--- src/hw/rtl/csh_pkg.sv ---
// Shared constants, types and the presentation form table for the contextual shaper.
package csh_pkg;

    localparam int POINT_W            = 21;
    localparam int FORM_W             = 16;
    localparam int TABLE_ROWS         = 40;
    localparam int FORM_TABLE_ENTRIES = 40;
    localparam int ACTIVE_ROWS        = (FORM_TABLE_ENTRIES < TABLE_ROWS) ?
                                        FORM_TABLE_ENTRIES : TABLE_ROWS;
    localparam int NON_FWD_COUNT      = 12;

    localparam int FIFO_DEPTH = 8;
    localparam int FIFO_AW    = $clog2(FIFO_DEPTH);
    localparam int FIFO_CW    = $clog2(FIFO_DEPTH + 1);

    // {key, isolated, initial, medial, final}
    localparam logic [5*FORM_W-1:0] FORM_TABLE [TABLE_ROWS] = '{
        {16'h0621, 16'hFE80, 16'hFE80, 16'hFE80, 16'hFE80},
        {16'h0622, 16'hFE81, 16'hFE81, 16'hFE82, 16'hFE82},
        {16'h0623, 16'hFE83, 16'hFE83, 16'hFE84, 16'hFE84},
        {16'h0624, 16'hFE85, 16'hFE85, 16'hFE86, 16'hFE86},
        {16'h0625, 16'hFE87, 16'hFE87, 16'hFE88, 16'hFE88},
        {16'h0626, 16'hFE89, 16'hFE8B, 16'hFE8C, 16'hFE8A},
        {16'h0627, 16'hFE8D, 16'hFE8D, 16'hFE8E, 16'hFE8E},
        {16'h0628, 16'hFE8F, 16'hFE91, 16'hFE92, 16'hFE90},
        {16'h0629, 16'hFE93, 16'hFE93, 16'hFE94, 16'hFE94},
        {16'h062A, 16'hFE95, 16'hFE97, 16'hFE98, 16'hFE96},
        {16'h062B, 16'hFE99, 16'hFE9B, 16'hFE9C, 16'hFE9A},
        {16'h062C, 16'hFE9D, 16'hFE9F, 16'hFEA0, 16'hFE9E},
        {16'h062D, 16'hFEA1, 16'hFEA3, 16'hFEA4, 16'hFEA2},
        {16'h062E, 16'hFEA5, 16'hFEA7, 16'hFEA8, 16'hFEA6},
        {16'h062F, 16'hFEA9, 16'hFEA9, 16'hFEAA, 16'hFEAA},
        {16'h0630, 16'hFEAB, 16'hFEAB, 16'hFEAC, 16'hFEAC},
        {16'h0631, 16'hFEAD, 16'hFEAD, 16'hFEAE, 16'hFEAE},
        {16'h0632, 16'hFEAF, 16'hFEAF, 16'hFEB0, 16'hFEB0},
        {16'h0633, 16'hFEB1, 16'hFEB3, 16'hFEB4, 16'hFEB2},
        {16'h0634, 16'hFEB5, 16'hFEB7, 16'hFEB8, 16'hFEB6},
        {16'h0635, 16'hFEB9, 16'hFEBB, 16'hFEBC, 16'hFEBA},
        {16'h0636, 16'hFEBD, 16'hFEBF, 16'hFEC0, 16'hFEBE},
        {16'h0637, 16'hFEC1, 16'hFEC3, 16'hFEC4, 16'hFEC2},
        {16'h0638, 16'hFEC5, 16'hFEC7, 16'hFEC8, 16'hFEC6},
        {16'h0639, 16'hFEC9, 16'hFECB, 16'hFECC, 16'hFECA},
        {16'h063A, 16'hFECD, 16'hFECF, 16'hFED0, 16'hFECE},
        {16'h0641, 16'hFED1, 16'hFED3, 16'hFED4, 16'hFED2},
        {16'h0642, 16'hFED5, 16'hFED7, 16'hFED8, 16'hFED6},
        {16'h0643, 16'hFED9, 16'hFEDB, 16'hFEDC, 16'hFEDA},
        {16'h0644, 16'hFEDD, 16'hFEDF, 16'hFEE0, 16'hFEDE},
        {16'h0645, 16'hFEE1, 16'hFEE3, 16'hFEE4, 16'hFEE2},
        {16'h0646, 16'hFEE5, 16'hFEE7, 16'hFEE8, 16'hFEE6},
        {16'h0647, 16'hFEE9, 16'hFEEB, 16'hFEEC, 16'hFEEA},
        {16'h0648, 16'hFEED, 16'hFEED, 16'hFEEE, 16'hFEEE},
        {16'h0649, 16'hFEEF, 16'hFEEF, 16'hFEF0, 16'hFEF0},
        {16'h064A, 16'hFEF1, 16'hFEF3, 16'hFEF4, 16'hFEF2},
        {16'h067E, 16'hFB56, 16'hFB58, 16'hFB59, 16'hFB57},
        {16'h0686, 16'hFB7A, 16'hFB7C, 16'hFB7D, 16'hFB7B},
        {16'h0698, 16'hFB8A, 16'hFB8A, 16'hFB8B, 16'hFB8B},
        {16'h06AF, 16'hFB92, 16'hFB94, 16'hFB95, 16'hFB93}
    };

    // Letters that never join to the letter after them
    localparam logic [FORM_W-1:0] NON_FORWARD [NON_FWD_COUNT] = '{
        16'h0621, 16'h0622, 16'h0623, 16'h0624, 16'h0625, 16'h0627,
        16'h062F, 16'h0630, 16'h0631, 16'h0632, 16'h0648, 16'h0649
    };

    typedef struct packed {
        logic listed;
        logic joins_fwd;
    } t_shape_info;

    typedef struct packed {
        logic [POINT_W-1:0] glyph;
        logic               end_of_run;
    } t_result;

endpackage

--- src/hw/rtl/csh_if.sv ---
// Valid/ready channel interfaces for code points in and glyphs out.
interface csh_in_if;
    logic                          valid;
    logic                          ready;
    logic [csh_pkg::POINT_W-1:0]   code_point;
    logic                          end_of_text;

    modport source (output valid, output code_point, output end_of_text, input ready);
    modport sink   (input valid, input code_point, input end_of_text, output ready);
endinterface

interface csh_out_if;
    logic                          valid;
    logic                          ready;
    logic [csh_pkg::POINT_W-1:0]   glyph;
    logic                          end_of_run;

    modport source (output valid, output glyph, output end_of_run, input ready);
    modport sink   (input valid, input glyph, input end_of_run, output ready);
endinterface

--- src/hw/rtl/arabic_contextual_shaper.sv ---
// Arabic contextual shaper top level: input register, joining decision and result queue.
//
// One code point is accepted per clock while the result queue has room. Each listed
// Arabic letter is replaced by its isolated, initial, medial or final presentation
// form; other code points pass through. The block holds one code point back as
// lookahead, so the glyph for a code point leaves only after the next one of the same
// string has arrived; the item with end_of_text releases the held glyph, if any, and
// its own, the latter marked end_of_run. Results go through an 8-entry queue; input
// is accepted while that queue can take the worst case of two glyphs for the
// registered item and two for the new one, so throughput is one item per cycle when
// the sink keeps up, and a stalled sink holds off the input once the queue no longer
// has that room.
module arabic_contextual_shaper (
    input  logic        i_clk,
    input  logic        i_rst_n,
    csh_in_if.sink      i_in,
    csh_out_if.source   o_out
);

    localparam int SUM_W = csh_pkg::FIFO_CW + 1;

    logic                          r_in_valid;
    logic [csh_pkg::POINT_W-1:0]   r_in_point;
    logic                          r_in_last;

    logic                          r_held_valid;
    logic [csh_pkg::POINT_W-1:0]   r_held_point;
    logic                          r_before_joins;
    logic                          n_held_valid;
    logic [csh_pkg::POINT_W-1:0]   n_held_point;
    logic                          n_before_joins;

    logic                          in_accept;
    logic [csh_pkg::FIFO_CW-1:0]   level;
    logic [SUM_W-1:0]              need;

    logic [csh_pkg::POINT_W-1:0]   held_glyph;
    logic [csh_pkg::POINT_W-1:0]   cur_glyph;
    csh_pkg::t_shape_info          held_info;
    csh_pkg::t_shape_info          cur_info;
    logic                          mid_before;

    logic                          push0;
    logic                          push1;
    csh_pkg::t_result              data0;
    csh_pkg::t_result              data1;
    csh_pkg::t_result              held_res;
    csh_pkg::t_result              cur_res;

    // worst case: registered item and new item each release two glyphs
    assign need = {1'b0, level}
                + (r_in_valid ? SUM_W'(2) : SUM_W'(0))
                + SUM_W'(2);
    assign i_in.ready = (need <= SUM_W'(csh_pkg::FIFO_DEPTH));
    assign in_accept  = i_in.valid && i_in.ready;

    always_ff @(posedge i_clk) begin
        if (!i_rst_n) begin
            r_in_valid <= 1'b0;
        end else begin
            r_in_valid <= in_accept;
        end
    end

    always_ff @(posedge i_clk) begin
        if (in_accept) begin
            r_in_point <= i_in.code_point;
            r_in_last  <= i_in.end_of_text;
        end
    end

    csh_shaper u_held_shaper (
        .i_point  (r_held_point),
        .i_before (r_before_joins),
        .i_after  (cur_info.listed),
        .o_glyph  (held_glyph),
        .o_info   (held_info)
    );

    csh_shaper u_cur_shaper (
        .i_point  (r_in_point),
        .i_before (mid_before),
        .i_after  (1'b0),
        .o_glyph  (cur_glyph),
        .o_info   (cur_info)
    );

    // joining state seen by the incoming code point
    assign mid_before = r_held_valid ? held_info.joins_fwd : r_before_joins;

    always_comb begin
        held_res.glyph      = held_glyph;
        held_res.end_of_run = 1'b0;
        cur_res.glyph       = cur_glyph;
        cur_res.end_of_run  = 1'b1;

        push0 = 1'b0;
        push1 = 1'b0;
        data0 = held_res;
        data1 = cur_res;

        n_held_valid   = r_held_valid;
        n_held_point   = r_held_point;
        n_before_joins = r_before_joins;

        if (r_in_valid) begin
            if (r_held_valid) begin
                push0 = 1'b1;
                push1 = r_in_last;
            end else begin
                push0 = r_in_last;
                data0 = cur_res;
            end
            if (r_in_last) begin
                n_held_valid   = 1'b0;
                n_held_point   = '0;
                n_before_joins = 1'b0;
            end else begin
                n_held_valid   = 1'b1;
                n_held_point   = r_in_point;
                n_before_joins = mid_before;
            end
        end
    end

    always_ff @(posedge i_clk) begin
        if (!i_rst_n) begin
            r_held_valid   <= 1'b0;
            r_held_point   <= '0;
            r_before_joins <= 1'b0;
        end else begin
            r_held_valid   <= n_held_valid;
            r_held_point   <= n_held_point;
            r_before_joins <= n_before_joins;
        end
    end

    csh_out_fifo u_out_fifo (
        .i_clk   (i_clk),
        .i_rst_n (i_rst_n),
        .i_push0 (push0),
        .i_push1 (push1),
        .i_data0 (data0),
        .i_data1 (data1),
        .o_level (level),
        .o_out   (o_out)
    );

endmodule

--- src/hw/rtl/csh_shaper.sv ---
// Table lookup of one code point: presentation form for the given context, plus joining class.
module csh_shaper (
    input  logic [csh_pkg::POINT_W-1:0] i_point,
    input  logic                        i_before,
    input  logic                        i_after,
    output logic [csh_pkg::POINT_W-1:0] o_glyph,
    output csh_pkg::t_shape_info        o_info
);

    logic                        hit;
    logic                        non_fwd;
    logic [csh_pkg::FORM_W-1:0]  form;
    logic [5*csh_pkg::FORM_W-1:0] row;
    logic                        upper_zero;

    assign upper_zero = (i_point[csh_pkg::POINT_W-1:csh_pkg::FORM_W] == '0);

    always_comb begin
        hit     = 1'b0;
        non_fwd = 1'b0;
        form    = '0;
        row     = '0;
        for (int i = 0; i < csh_pkg::TABLE_ROWS; i++) begin
            if (i < csh_pkg::ACTIVE_ROWS && upper_zero &&
                csh_pkg::FORM_TABLE[i][5*csh_pkg::FORM_W-1 -: csh_pkg::FORM_W] ==
                i_point[csh_pkg::FORM_W-1:0]) begin
                hit = 1'b1;
                row = csh_pkg::FORM_TABLE[i];
            end
        end
        for (int k = 0; k < csh_pkg::NON_FWD_COUNT; k++) begin
            if (upper_zero && csh_pkg::NON_FORWARD[k] == i_point[csh_pkg::FORM_W-1:0]) begin
                non_fwd = 1'b1;
            end
        end
        // row fields from the top: key, isolated, initial, medial, final
        if (i_before && i_after) begin
            form = row[2*csh_pkg::FORM_W-1 -: csh_pkg::FORM_W];
        end else if (i_before) begin
            form = row[csh_pkg::FORM_W-1:0];
        end else if (i_after) begin
            form = row[3*csh_pkg::FORM_W-1 -: csh_pkg::FORM_W];
        end else begin
            form = row[4*csh_pkg::FORM_W-1 -: csh_pkg::FORM_W];
        end
    end

    assign o_glyph          = hit ? {{(csh_pkg::POINT_W-csh_pkg::FORM_W){1'b0}}, form} : i_point;
    assign o_info.listed    = hit;
    assign o_info.joins_fwd = hit && !non_fwd;

endmodule

--- src/hw/rtl/csh_out_fifo.sv ---
// Result queue: takes up to two glyphs per cycle, hands out one per cycle while the sink is ready.
module csh_out_fifo (
    input  logic                         i_clk,
    input  logic                         i_rst_n,
    input  logic                         i_push0,
    input  logic                         i_push1,
    input  csh_pkg::t_result             i_data0,
    input  csh_pkg::t_result             i_data1,
    output logic [csh_pkg::FIFO_CW-1:0]  o_level,
    csh_out_if.source                    o_out
);

    csh_pkg::t_result                r_mem [csh_pkg::FIFO_DEPTH];
    logic [csh_pkg::FIFO_AW-1:0]     r_head;
    logic [csh_pkg::FIFO_AW-1:0]     r_tail;
    logic [csh_pkg::FIFO_CW-1:0]     r_count;
    logic [csh_pkg::FIFO_AW-1:0]     n_head;
    logic [csh_pkg::FIFO_AW-1:0]     n_tail;
    logic [csh_pkg::FIFO_CW-1:0]     n_count;
    logic [csh_pkg::FIFO_AW-1:0]     tail_plus1;
    logic                            pop;
    logic [csh_pkg::FIFO_CW-1:0]     push_n;

    assign pop        = o_out.valid && o_out.ready;
    assign tail_plus1 = r_tail + 1'b1;
    // i_push1 is only raised together with i_push0
    assign push_n     = {{(csh_pkg::FIFO_CW-1){1'b0}}, i_push0} +
                        {{(csh_pkg::FIFO_CW-1){1'b0}}, i_push1};

    always_comb begin
        n_head  = pop ? r_head + 1'b1 : r_head;
        n_tail  = r_tail + push_n[csh_pkg::FIFO_AW-1:0];
        n_count = r_count + push_n - {{(csh_pkg::FIFO_CW-1){1'b0}}, pop};
    end

    always_ff @(posedge i_clk) begin
        if (!i_rst_n) begin
            r_head  <= '0;
            r_tail  <= '0;
            r_count <= '0;
        end else begin
            r_head  <= n_head;
            r_tail  <= n_tail;
            r_count <= n_count;
        end
    end

    always_ff @(posedge i_clk) begin
        if (i_push0) begin
            r_mem[r_tail] <= i_data0;
        end
        if (i_push1) begin
            r_mem[tail_plus1] <= i_data1;
        end
    end

    assign o_out.valid      = (r_count != '0);
    assign o_out.glyph      = r_mem[r_head].glyph;
    assign o_out.end_of_run = r_mem[r_head].end_of_run;
    assign o_level          = r_count;

endmodule
--- src/flat_wrapper.sv ---
// flat-port wrapper written by rule: the top's interface ports become plain ports
module arabic_contextual_shaper_flat 
  (i_clk, i_rst_n, i_in_valid, i_in_code_point, i_in_end_of_text, i_in_ready, o_out_valid, o_out_glyph, o_out_end_of_run, o_out_ready);
  csh_in_if i_in_i ();
  csh_out_if o_out_i ();
  input  logic i_clk;
  input  logic i_rst_n;
  input wire logic [$bits(i_in_i.valid)-1:0] i_in_valid;
  input wire logic [$bits(i_in_i.code_point)-1:0] i_in_code_point;
  input wire logic [$bits(i_in_i.end_of_text)-1:0] i_in_end_of_text;
  output wire logic [$bits(i_in_i.ready)-1:0] i_in_ready;
  output wire logic [$bits(o_out_i.valid)-1:0] o_out_valid;
  output wire logic [$bits(o_out_i.glyph)-1:0] o_out_glyph;
  output wire logic [$bits(o_out_i.end_of_run)-1:0] o_out_end_of_run;
  input wire logic [$bits(o_out_i.ready)-1:0] o_out_ready;
  assign i_in_i.valid = i_in_valid;
  assign i_in_i.code_point = i_in_code_point;
  assign i_in_i.end_of_text = i_in_end_of_text;
  assign i_in_ready = i_in_i.ready;
  assign o_out_valid = o_out_i.valid;
  assign o_out_glyph = o_out_i.glyph;
  assign o_out_end_of_run = o_out_i.end_of_run;
  assign o_out_i.ready = o_out_ready;
  arabic_contextual_shaper u_core (.i_clk(i_clk), .i_rst_n(i_rst_n), .i_in(i_in_i), .o_out(o_out_i));
endmodule
--- config.mk ---
export PLATFORM = sky130hd
export DESIGN_NAME = arabic_contextual_shaper_flat
export DESIGN_NICKNAME = d
export VERILOG_FILES = /design/src/hw/rtl/csh_pkg.sv /design/src/hw/rtl/csh_if.sv /design/src/hw/rtl/arabic_contextual_shaper.sv /design/src/hw/rtl/csh_shaper.sv /design/src/hw/rtl/csh_out_fifo.sv /design/src/flat_wrapper.sv
export SDC_FILE = /design/constraint.sdc
export NUM_CORES = 1
export LEC_CHECK = 0
export ABC_CLOCK_PERIOD_IN_PS = 4600
export BUFFER_PORTS_ARGS = -buffer_cell sky130_fd_sc_hd__buf_2
export CAP_MARGIN = 20
export CELL_PAD_IN_SITES_DETAIL_PLACEMENT = 2
export CELL_PAD_IN_SITES_GLOBAL_PLACEMENT = 2
export CORE_MARGIN = 2
export CORE_UTILIZATION = 42
export DETAILED_ROUTE_END_ITERATION = 8
export PLACE_DENSITY_LB_ADDON = 0.1
export SETUP_SLACK_MARGIN = 0.1
export SLEW_MARGIN = 0
export SYNTH_ARGS = -nofsm -noshare
export SYNTH_HDL_FRONTEND = slang
export SYNTH_SLANG_ARGS = --single-unit
--- constraint.sdc ---
create_clock -name i_clk -period 4.6 [get_ports i_clk]
set_input_delay 0.23 -clock i_clk [delete_from_list [all_inputs] [get_ports i_clk]]
set_output_delay 0.23 -clock i_clk [all_outputs]
set_load 0.005 [all_outputs]
After elaboration in Yosys (flattened, before gate mapping)
Memory sizes are Yosys's and may differ from the RTL's. A register that Yosys moved wholly into a read port is not among the register bits.
Cells that the tools add are included.
- shift-type cells: 0
- mux-type cells: 190
- bitwise logic cells: 0
- multiply operators: 0
- $lt $le $gt $ge: 1
- equal/unequal tests: 80
- divide/modulo/power cells: 0
- add/sub/neg operators: 8
- reduce and logical (&&, ||, !) cells: 88
- operator list (operator ; number):
    two-way mux 64 bit ; 80
    == test 11 x 16 -> 1 bit (first input constant) ; 80
    two-way mux 1 bit ; 98
    logical AND 1 bit ; 84
    two-way mux 16 bit ; 4
    two-way mux 21 bit ; 3
    two-way mux 22 bit ; 2
    logical NOT 5 bit ; 2
    adder 3 x 1 -> 3 bit (second input constant) ; 2
    two-way mux 3 bit ; 2
    adder 4 x 5 -> 5 bit ; 1
    adder 5 x 2 -> 5 bit (second input constant) ; 1
    <= comparator 5 x 4 -> 1 bit (second input constant) ; 1
    adder 4 x 2 -> 4 bit ; 1
    nonzero test 4 bit ; 1
    subtractor 4 x 1 -> 4 bit ; 1
    adder 3 x 2 -> 3 bit ; 1
    adder 1 x 1 -> 2 bit ; 1
    two-way mux 2 bit ; 1
    logical NOT 1 bit ; 1
- latch bits: 0
- input bits: 26
- register bits after elaboration: 56
- memories: 1
- logic and storage cells: 377
- bits in writable memories: 176
- output and inout port bits: 24
- bits in read-only memories: 0
- memory list (memory ; words ; width ; rd ports ; clocked after Yosys merged registers in ; write ports ; line ; source):
    u_core.u_out_fifo.r_mem ; 8 ; 22 ; 1 ; 1 ; 2 ; csh_out_fifo.sv:13 ; csh_pkg::t_result r_mem [csh_pkg::FIFO_DEPTH];

Longest topological paths before layout
Gate-level depths: netlist of run 1.
- depth in word-level cells: 48
- mapped depth: 13
- depth with buffers taken out: 12

Modules after synthesis
From an unflattened synthesis of run 1, not the netlist that was laid out.
- cell total of the unflattened synthesis: 1472
- area total of the unflattened synthesis: 16166.8 um^2
- by module, submodules not included (module ; cells each ; area each (um^2) ; times used ; sequential area each (um^2)):
    csh_out_fifo ; 539 ; 9487.8 ; 1 ; 5545.3
    csh_shaper (u_core.u_held_shaper) ; 385 ; 2285.9 ; 1 ; 0.0
    csh_shaper (u_core.u_cur_shaper) ; 377 ; 2207.1 ; 1 ; 0.0
    arabic_contextual_shaper ; 171 ; 2185.8 ; 1 ; 1141.1

Worst setup path before layout of run 1
No wires, ideal clock.
- path type: register to register
- start: reg u_core.r_held_point[1] in the netlist's numbering
- end: mem u_core.u_out_fifo.r_mem[0][1] in the netlist's numbering, data pin
- cell stages (with the launch flop): 13
- clock period less this slack: 3.263 ns
- arrival time: 2.992 ns
- path buffers: 2
- setup time: 0.271 ns
- required time: 4.329 ns
- setup slack: 1.337 ns
- path through: dfxtp_1 > clkbuf_1 > and2_1 > clkbuf_1 > xnor2_1 > nor4_2 > a2111oi_2 > o2111ai_4 > a21oi_4 > mux2_2 > a21oi_2 > o22a_2 > o22ai_1
- RTL lines (item ; line ; source):
    start, declared ; arabic_contextual_shaper.sv:27 ; logic [csh_pkg::POINT_W-1:0] r_held_point;
    start signal, assigned ; arabic_contextual_shaper.sv:133 ; r_held_point <= n_held_point;
    end, declared ; csh_out_fifo.sv:13 ;

==> impl_metrics.py, run 1 <==
metrics = {
    "placed_design": {
        "io_buffer_count": 49,
        "place_area_um2": 15100,
        "post-dp-hpwl_mm": 41.6,
        "gp_congestion": 0.918,
    },
    "cts": {
        "path_clk_slew_ps": 60,
        "cts_root_buf": "clkbuf_16",
        "ctsHoldBuffers": 23,
        "clk_latency_ps": 560,
        "clk_path_buf_depth": 3,
        "cts_tree": "built",
        "cts_max_level": 1,
        "cts_buffers": 27,
        "ctsResizeCount": 0,
        "cts.sinks": 235,
        "post_cts.repair.setup_buffers": 0,
    },
    "timing": {
        "fin_crit_sh": 0.928,
        "worstMarginPinSlew_ps": 1190,
        "hold_slack_ps": 98.1,
        "period_needed_ps": 4270,
        "fin_worst_skew_ps": 24.4,
        "rsz0062_at_grt": "false",
        "hold_viol_final": 0,
        "fin_tns_setup_ps": 0,
        "setup_viol": 0,
        "relSlewSlack": 0.206,
        "max_freq_ghz": 0.234,
        "slew_viol_final": 0,
    },
    "synth": {
        "netlist.area_leader.share": 0.406,
        "synth_nets": 1403,
        "ys.flop_type": "edfxtp_1",
        "muxShareOfSynthArea": 0.0983,
        "netlist_instances": 1361,
        "yosysSeqAreaShare": 0.470,
        "synthAdderAreaFrac": 0.0153,
        "synth_top_family_by_area": "compound AO/OA/AOI/OAI gates",
        "syn_avg_cell_area_um2": 10.3,
        "synthArstFlopShare": 0,
        "synth_seq_cells": 235,
        "synth-simple-area-share": 0.175,
        "synth_compound_area_frac": 0.195,
        "synth_cell_types": 98,
        "synth-xor-area-share": 0.00810,
        "syn_area_um2": 14100,
        "synth_edf_count": 190,
        "synth.largest_area_cell": "edfxtp_1",
        "ys_warn_count": 0,
        "synth_area_leaders": "edfxtp_1 41%, mux4_2 7.0%, dfxtp_1 6.4%",
    },
    "setup_path": {
        "rr_startpoint": "u_core.r_in_point[16]$_DFFE_PP_",
        "crit_path_end_kind": "register",
        "cp_common_cell": "buf_4",
        "worstPathRequired_ps": 4880,
        "path_delay_family": "simple AND/OR/NAND/NOR gates",
        "slowest_stage": "nor4_2",
        "cpPeakStageDelay_ps": 650,
        "r2r_setup_slack_ps": 330,
        "crit_type": "reg2reg",
        "crit_fanout": 11,
        "critPathBufInv": 2,
        "reg2reg_to": "u_core.u_out_fifo.r_mem[5][6]$_DFFE_PP_",
        "reg2reg_depth": 11,
        "crit_path_start_kind": "register",
        "worstPathCellList": "nor4_2 > nand4b_2 > or2_1 > o211ai_1 > nor3_1 > buf_4 > and2_1 > nor3_2 > buf_4 > a22o_1 > o22ai_1",
        "cp.arrival_ps": 4550,
    },
    "die": {
        "die_h_um": 187,
        "core_area_um2": 33300,
        "top_level_ports": 50,
        "num_rows": 67,
        "start_util": 0.423,
        "dieArea_um2": 35000,
        "die_x_um": 187,
    },
    "power": {
        "vdd_drop_max_uv": 301,
        "power_mw": 6.71,
        "p_leak_nw": 5.43,
        "power_density_nw_per_um2": 413,
    },
    "routing": {
        "drc_errors": 0,
        "wl_per_cell_um": 31.2,
        "vias": 12900,
        "viasPerCell": 6.75,
        "wirelength_mm": 59.8,
        "antenna_left": 0,
        "drtIter0Drc": 1184,
        "drtPass1Iterations": 5,
    },
    "worst_hold_path": {
        "hp-start": "o_out_ready",
        "min_path_cells": 4,
        "min_path_type": "in2reg",
    },
    "run": {
        "maxCapViolations": 0,
    },
    "grt": {
        "grtUsageTotal": 0.341,
        "grt-ovfl-total": 0,
        "antenna_found_initial": 3,
        "grt_pass1_wl_mm": 90.7,
        "grt_start_max_net_pins": 45,
        "grt_pass1_vias": 13900,
    },
    "outcome": {
        "status": "completed",
    },
    "cells_and_area": {
        "drive_above_1_share": 0.198,
        "multi_input_area_um2": 6920,
        "design_area_um2": 16300,
        "final.fill_count": 3440,
        "area_growth_pct": 15.6,
        "ff_latch_area_um2": 6610,
        "fin_nets": 1487,
    },
}
-- worst max-delay path by stage --
stage | from | to | slack, ps | depth (start not counted)
2_1_floorplan | u_core.r_held_point[1]$_SDFFE_PN0P_ | u_core.u_out_fifo.r_mem[0][1]$_DFFE_PP_ | 1340 | 12
3_3_place_gp | u_core.r_in_point[16]$_DFFE_PP_ | u_core.u_out_fifo.r_mem[0][6]$_DFFE_PP_ | 480 | 11
3_5_place_dp | u_core.r_in_point[16]$_DFFE_PP_ | u_core.u_out_fifo.r_mem[3][6]$_DFFE_PP_ | 420 | 11
4_1_cts | u_core.r_in_point[16]$_DFFE_PP_ | u_core.u_out_fifo.r_mem[7][6]$_DFFE_PP_ | 360 | 11
5_1_grt | u_core.r_in_point[16]$_DFFE_PP_ | u_core.u_out_fifo.r_mem[1][6]$_DFFE_PP_ | 130 | 11
6_report | u_core.r_in_point[16]$_DFFE_PP_ | u_core.u_out_fifo.r_mem[5][6]$_DFFE_PP_ | 330 | 11
-- cells in the mapped netlist (all sizes together) (4+ instances only) --
master / n
edfxtp: 190
nand2: 142
o22ai: 128
nor2: 95
o21ai: 89
clkbuf: 86
a21oi: 49
dfxtp: 45
mux4: 44
nand3: 37
nor2b: 36
nor3: 34
a22oi: 26
inv: 25
mux2: 25
buf: 23
and2: 22
nor4: 20
nand4: 16
nand2b: 15
ha: 14
o211ai: 13
and3: 11
mux2i: 11
a211oi: 10
a21o: 10
a31oi: 9
o21a: 9
or3: 8
xnor2: 7
nor4b: 6
xor2: 6
o32ai: 5
or2: 5
a2111oi: 4
a22o: 4
a32oi: 4
and4: 4
o221ai: 4
o31ai: 4
-- sequential cells by signal, indices dropped and copies added, names as in the netlist, named ones only --
register and flops:
u_core.u_out_fifo.o_level 4, u_core.r_in_point 21, u_core.u_out_fifo.r_head 3, u_core.r_in_last 1, u_core.r_held_point 21, u_core.u_out_fifo.r_tail 3, u_core.r_in_valid 1, u_core.r_before_joins 1
u_core.r_held_valid 1, u_core.u_out_fifo.r_mem 176
-- layout make-up --
cell class / count / area share
diodes: 1 / 0.000154
clock buffers: 39 / 0.0463
clock inverters: 11 / 0.00777
inverters: 28 / 0.00647
multi-input cells: 989 / 0.426
flip-flops and latches: 235 / 0.407
well taps: 448 / 0.0345
repair buffers: 164 / 0.0725
-- where the power goes --
| group | internal, mW | total (mW) | leakage (nW) | switching [mW] |
|---|---|---|---|---|
| clock | 1.26 | 2.19 | 0.430 | 0.933 |
| combinational | 0.763 | 1.87 | 2.87 | 1.11 |
| sequential | 2.43 | 2.64 | 2.13 | 0.214 |
| total | 4.45 | 6.71 | 5.43 | 2.26 |
-- placed cells by master (no fill, tap or decap), types with 14 or more instances in the layout --
cell,instances
inv_1,25
dfxtp_1,43
edfxtp_1,190
nor3_1,32
nand3_1,35
nand2_1,141
and2_1,22
clkbuf_16,28
buf_2,49
a21oi_1,46
nor2_1,93
o21ai_0,87
nand4_1,15
nand2b_1,15
ha_1,14
mux2_2,25
dlygate4sd3_1,23
a22oi_1,25
o22ai_1,128
nor2b_1,36
buf_4,90
mux4_2,44
-- cell families (layout without fill, tap and decap cells) --
logic type / Yosys count / in the layout
AO/OA/AOI/OAI: 411 / 411
XOR/XNOR: 13 / 13
adder cells (fa/ha/maj): 16 / 16
buffers and inverters: 137 / 242
flip-flops: 235 / 235
multiplexers: 80 / 80
other: 0 / 1
AND/OR/NAND/NOR: 469 / 469
-- worst reg2reg max path, delay by kind of cell, from the launching register on --
family	cells	cell delay (ps)
simple gates	6	1980
compound gates	3	930
flops	1	640
buf+inv	2	440
-- routing by layer --
metal  vias to the layer above  track usage  part of all wire
met5                         -            0           0.00043
met4                         4        0.145             0.043
met3                       175       0.0645             0.071
met2                       610        0.570              0.48
met1                      6653        0.435              0.40
li1                       5477            -                 -
-- metrics by stage --
step | cells | worst slack, ps | utilization
after floorplan | 1361 | 1340 | -
after global placement | 1840 | 479 | 0.455
after detailed placement | 1840 | 420 | 0.455
after CTS | 1913 | 358 | 0.488
after global routing | 1914 | 128 | 0.488
final | 1915 | 329 | 0.488
Note: power is estimated with default switching activity, not from simulation.
==> inputs of run 2 (changes only) <==
--- a/config.mk
+++ b/config.mk
@@ -15,3 +15,3 @@
 export DETAILED_ROUTE_END_ITERATION = 8
-export PLACE_DENSITY_LB_ADDON = 0.1
+export PLACE_DENSITY = 0.86
 export SETUP_SLACK_MARGIN = 0.1
==> constraint.sdc (replaced) <==
create_clock -name i_clk -period 4.6 [get_ports i_clk]
set_input_delay 0.69 -clock i_clk [delete_from_list [all_inputs] [get_ports i_clk]]
set_output_delay 0.69 -clock i_clk [all_outputs]
set_load 0.005 [all_outputs]
==> impl_metrics.py, run 2 (synthesis results as in run 1) <==
metrics = {
    "cts": {
        "clk_path_buf_depth": 3,
        "ctsResizeCount": 2,
        "clk_latency_ps": 590,
        "ctsHoldBuffers": 0,
        "cts_buffers": 28,
        "cts.sinks": 235,
        "cts_root_buf": "clkbuf_16",
        "cts_max_level": 1,
        "path_clk_slew_ps": 70,
        "cts_tree": "built",
        "post_cts.repair.setup_buffers": 0,
    },
    "timing": {
        "fin_tns_setup_ps": 0,
        "fin_worst_skew_ps": 36.4,
        "period_needed_ps": 4360,
        "setup_viol": 0,
        "rsz0062_at_grt": "false",
        "max_freq_ghz": 0.229,
        "slew_viol_final": 0,
        "fin_crit_sh": 0.948,
        "relSlewSlack": 0.240,
        "hold_viol_final": 0,
        "layout_setup_ws_ps": 240,
        "worstMarginPinSlew_ps": 1140,
        "hold_slack_ps": 294,
    },
    "cells_and_area": {
        "fin_nets": 1458,
        "drive_above_1_share": 0.201,
        "top_regs": "u_core.u_out_fifo.r_mem: 176 flops, u_core.r_held_point: 21 flops, u_core.r_in_point: 21 flops",
        "top_register": "u_core.u_out_fifo.r_mem",
        "largest_register_ffs": 176,
        "multi_input_area_um2": 6940,
        "ff_latch_area_um2": 6610,
        "area_growth_pct": 14.6,
        "final.fill_count": 3384,
        "layout_common_cells": "190 x edfxtp_1, 141 x nand2_1, 128 x o22ai_1",
        "layout_commonest_cell": "edfxtp_1",
    },
    "setup_path": {
        "worstSetupStartpoint": "u_core.r_in_point[16]$_DFFE_PP_",
        "r2r_setup_slack_ps": 240,
        "crit_end": "u_core.u_out_fifo.r_mem[3][6]$_DFFE_PP_",
        "rr_startpoint": "u_core.r_in_point[16]$_DFFE_PP_",
        "reg2reg_to": "u_core.u_out_fifo.r_mem[3][6]$_DFFE_PP_",
        "crit_fanout": 11,
        "reg2reg_depth": 10,
        "crit_path_end_kind": "register",
        "crit_path_start_kind": "register",
        "cp.arrival_ps": 4650,
        "crit_type": "reg2reg",
        "worstPathRequired_ps": 4890,
    },
    "routing": {
        "drc_errors": 0,
        "drtPass1Iterations": 5,
        "antenna_left": 0,
        "viasPerCell": 7.18,
        "drtIter0Drc": 1742,
        "wirelength_mm": 66.4,
        "vias": 13500,
        "wl_per_cell_um": 35.2,
    },
    "placed_design": {
        "post-dp-hpwl_mm": 42.5,
        "io_buffer_count": 49,
        "place_ws_ps": 142,
        "gp_congestion": 0.974,
    },
    "outcome": {
        "status": "completed",
    },
    "power": {
        "p_leak_nw": 5.35,
        "vdd_drop_max_uv": 305,
        "power_density_nw_per_um2": 439,
        "power_mw": 7.08,
    },
    "run": {
        "maxCapViolations": 0,
    },
    "die": {
        "top_level_ports": 50,
        "start_util": 0.423,
        "num_rows": 67,
        "die_h_um": 187,
        "core_area_um2": 33300,
        "die_x_um": 187,
        "dieArea_um2": 35000,
    },
    "grt": {
        "grt_start_max_net_pins": 40,
        "grtUsageTotal": 0.376,
        "grt-ovfl-total": 0,
        "grt_pass1_wl_mm": 98.9,
        "grt_pass1_vias": 14400,
        "antenna_found_initial": 1,
    },
    "worst_hold_path": {
        "hp-start": "i_in_code_point[2]",
        "min_path_type": "in2reg",
    },
}
run 2: cell count changes in the layout (fill, tap and decap cells not counted), sizes merged:
cell         delta
bufinv          +3
dlygate4sd3    -23
clkinv          +7
buf             -6
clkbuf          -7
inv             -2
run 2: final cells by class:
| class | instances | share of cell area |
|---|---|---|
| Tap cell | 448 | 0.0348 |
| Clock buffer | 33 | 0.0465 |
| Antenna cell | 1 | 0.000155 |
| Timing Repair Buffer | 134 | 0.0562 |
| Clock inverter | 19 | 0.0154 |
| Multi-Input combinational cell | 989 | 0.431 |
| Sequential cell | 235 | 0.410 |
| Inverter | 28 | 0.00652 |
run 2: worst min-delay path by stage:
stage,end,slack [ps],cells after the start
3_5_place_dp,u_core.u_out_fifo.r_mem[0][0]$_SDFFE_PP1P_,470,1
3_3_place_gp,u_core.u_out_fifo.r_mem[5][0]$_SDFFE_PP1P_,440,1
6_report,u_core.r_in_point[2]$_DFFE_PP_,290,1
5_1_grt,u_core.r_in_point[0]$_DFFE_PP_,290,1
4_1_cts,u_core.r_in_point[2]$_DFFE_PP_,280,1
2_1_floorplan,u_core.u_out_fifo.r_mem[7][0]$_SDFFE_PP1P_,430,1
run 2: critical path, cell delays in order (launching register included):
cell      delay (ps)
edfxtp_1         670
nor4_4           550
nand4b_2         250
or2_1            430
o211ai_1         500
nor3_1            90
buf_4            200
and2_1           190
nor3_4           500
a22o_1           460
o22ai_1          200
run 2: power by group:
| group | switching (mW) | internal (mW) | total [mW] | leakage (nW) |
|---|---|---|---|---|
| clock network | 1.04 | 1.45 | 2.49 | 0.487 |
| registers | 0.275 | 2.43 | 2.70 | 2.13 |
| logic | 1.12 | 0.761 | 1.88 | 2.74 |
| total | 2.44 | 4.64 | 7.08 | 5.35 |
run 2: layer usage:
metal,track usage,vias up,share of wire
met1,0.463,6906,0.37
met5,0,-,0.00021
met4,0.206,2,0.062
met2,0.636,928,0.49
li1,-,5410,-
met3,0.0535,294,0.076
run 2: per-stage QoR:
stage          cells  utilization  instance area (µm²)
2_1_floorplan   1361            -                14100
3_3_place_gp    1833        0.453                15100
3_5_place_dp    1834        0.454                15100
4_1_cts         1886        0.484                16100
5_1_grt         1886        0.484                16100
6_report        1887        0.484                16100
==> inputs of run 3 (changes only) <==
- CORE_ASPECT_RATIO: unset -> 0.75
==> impl_metrics.py, run 3 (synthesis results as in run 1) <==
metrics = {
    "routing": {
        "vias": 13700,
        "drtPass1Iterations": 8,
        "met3_length_mm": 7.58,
        "wl_per_cell_um": 35.9,
        "dr.max_layer_used": "met4",
        "viasPerCell": 7.32,
        "wl_met2_mm": 29.7,
        "wirelength_mm": 67.3,
        "drc_errors": 0,
        "antenna_left": 0,
        "wl_met1_mm": 26.2,
        "drtIter0Drc": 2141,
    },
    "grt": {
        "grt-ovfl-total": 0,
        "grt_pass1_wl_mm": 98.6,
        "antenna_found_initial": 2,
        "grt_pass1_vias": 14100,
        "grtUsageTotal": 0.381,
        "grt_start_max_net_pins": 45,
    },
    "cells_and_area": {
        "area_growth_pct": 12.7,
        "layout_common_cells": "190 x edfxtp_1, 141 x nand2_1, 128 x o22ai_1",
        "top_register": "u_core.u_out_fifo.r_mem",
        "largest_register_ffs": 176,
        "final_util": 0.477,
        "drive_above_1_share": 0.193,
        "num_antenna_cells": 0,
        "fin_nets": 1449,
        "top_regs": "u_core.u_out_fifo.r_mem: 176 flops, u_core.r_held_point: 21 flops, u_core.r_in_point: 21 flops",
        "layout_commonest_cell": "edfxtp_1",
    },
    "cts": {
        "clk_path_buf_depth": 3,
        "cts_root_buf": "clkbuf_16",
        "cts_max_level": 1,
        "cts_buffers": 25,
        "path_clk_slew_ps": 70,
        "ctsHoldBuffers": 0,
        "clk_latency_ps": 570,
        "cts_tree": "built",
        "cts.sinks": 235,
    },
    "placed_design": {
        "io_buffer_count": 49,
        "post-dp-hpwl_mm": 44.6,
        "gp_congestion": 0.963,
    },
    "setup_path": {
        "path_delay_family": "compound AO/OA/AOI/OAI gates",
        "slowest_stage": "a2111oi_0",
        "worstSetupStartpoint": "u_core.r_in_point[18]$_DFFE_PP_",
        "r2r_setup_slack_ps": 240,
        "crit_path_start_kind": "register",
        "worstPathCellList": "nor4_2 > nand4b_2 > or2_1 > o211ai_1 > nor3_1 > buf_4 > a2111oi_0 > a211o_1 > a21oi_1 > a21o_4 > o22ai_1",
        "crit_fanout": 11,
        "crit_end": "u_core.u_out_fifo.r_mem[2][5]$_DFFE_PP_",
        "crit_type": "reg2reg",
        "crit_cells": 11,
        "worstPathRequired_ps": 4950,
        "cp.arrival_ps": 4710,
        "rr_startpoint": "u_core.r_in_point[18]$_DFFE_PP_",
        "critPathBufInv": 1,
        "cpPeakStageDelay_ps": 650,
        "crit_path_end_kind": "register",
        "reg2reg_depth": 11,
        "reg2reg_to": "u_core.u_out_fifo.r_mem[2][5]$_DFFE_PP_",
    },
    "timing": {
        "hold_viol_final": 0,
        "fin_worst_skew_ps": 29.7,
        "worstMarginPinSlew_ps": 1160,
        "slew_viol_final": 0,
        "setup_viol": 0,
        "relSlewSlack": 0.229,
        "fin_crit_sh": 0.948,
        "max_freq_ghz": 0.229,
        "fin_tns_setup_ps": 0,
        "period_needed_ps": 4360,
        "rsz0062_at_grt": "false",
    },
    "die": {
        "num_rows": 58,
        "core_area_um2": 33200,
        "top_level_ports": 50,
        "die_x_um": 215,
        "dieArea_um2": 35000,
        "start_util": 0.423,
        "die_h_um": 162,
    },
    "outcome": {
        "status": "completed",
    },
    "run": {
        "maxCapViolations": 0,
    },
    "power": {
        "power_density_nw_per_um2": 421,
        "vdd_drop_max_uv": 332,
        "p_leak_nw": 5.23,
    },
    "worst_hold_path": {
        "min_path_type": "in2reg",
    },
}
==> run 3: changes by cell type in the layout (fill, tap and decap cells not counted), moves of 3 or more <==
cell,change
clkbuf_8,+3
bufinv_16,-5
clkinv_1,-4
clkbuf_1,+5
buf_4,-5
==> run 3: worst min path at each step <==
stage / startpoint / endpoint / slack [ps] / cells past startpoint
2_1_floorplan: u_core.u_out_fifo.r_mem[7][0]$_SDFFE_PP1P_ / u_core.u_out_fifo.r_mem[7][0]$_SDFFE_PP1P_ / 430 / 1
6_report: i_in_code_point[16] / u_core.r_in_point[16]$_DFFE_PP_ / 300 / 1
4_1_cts: i_in_code_point[11] / u_core.r_in_point[11]$_DFFE_PP_ / 300 / 1
3_3_place_gp: u_core.u_out_fifo.r_mem[1][0]$_SDFFE_PP1P_ / u_core.u_out_fifo.r_mem[1][0]$_SDFFE_PP1P_ / 440 / 1
5_1_grt: i_in_code_point[11] / u_core.r_in_point[11]$_DFFE_PP_ / 300 / 1
3_5_place_dp: u_core.u_out_fifo.r_mem[2][0]$_SDFFE_PP1P_ / u_core.u_out_fifo.r_mem[2][0]$_SDFFE_PP1P_ / 460 / 1
==> run 3: repair_timing <==
| action | 4_1_cts | 5_1_grt |
|---|---|---|
| gates resized for setup | 0 | 1 |
| setup buffers | 0 | 1 |
| setup endpoints to repair | 0 | 8 |
==> run 3: worst reg2reg max path, cell delays in order, from the launching register on <==
cell and delay, ps:
edfxtp_1 580, nor4_2 600, nand4b_2 260, or2_1 400, o211ai_1 500, nor3_1 120
buf_4 200, a2111oi_0 650, a211o_1 200, a21oi_1 70, a21o_4 280, o22ai_1 290
==> run 3: layout make-up <==
class	instances	area (µm²)
Clock inverter	7	42.5
Timing Repair Buffer	128	846
Tap cell	450	563
Sequential cell	235	6610
Clock buffer	39	759
Fill cell	3445	17400
Inverter	28	105
Multi-Input combinational cell	989	6920
==> run 3: layer usage <==
metal / track usage / vias to the layer above
li1: - / 5387
met1: 0.512 / 6973
met2: 0.590 / 1076
met3: 0.0840 / 287
met4: 0.176 / 0
met5: 0 / -
==> run 3: stage by stage <==
| stage | setup slack [ps] | cells | power (mW) | hold WS (ps) | area (µm²) |
|---|---|---|---|---|---|
| 2_1_floorplan | 1340 | 1361 | 3.79 | 431 | 14100 |
| 3_3_place_gp | 761 | 1828 | 4.37 | 444 | 15000 |
| 3_5_place_dp | 391 | 1829 | 4.51 | 459 | 15000 |
| 4_1_cts | 238 | 1875 | 6.60 | 295 | 15800 |
| 5_1_grt | 144 | 1876 | 6.85 | 298 | 15800 |
| 6_report | 237 | 1876 | 6.68 | 304 | 15800 |
==> run 3: where the power goes <==
group | leakage, nW | internal [mW] | switching [mW]
registers | 2.13 | 2.43 | 0.358
clock network | 0.390 | 1.14 | 0.950
logic | 2.71 | 0.744 | 1.06
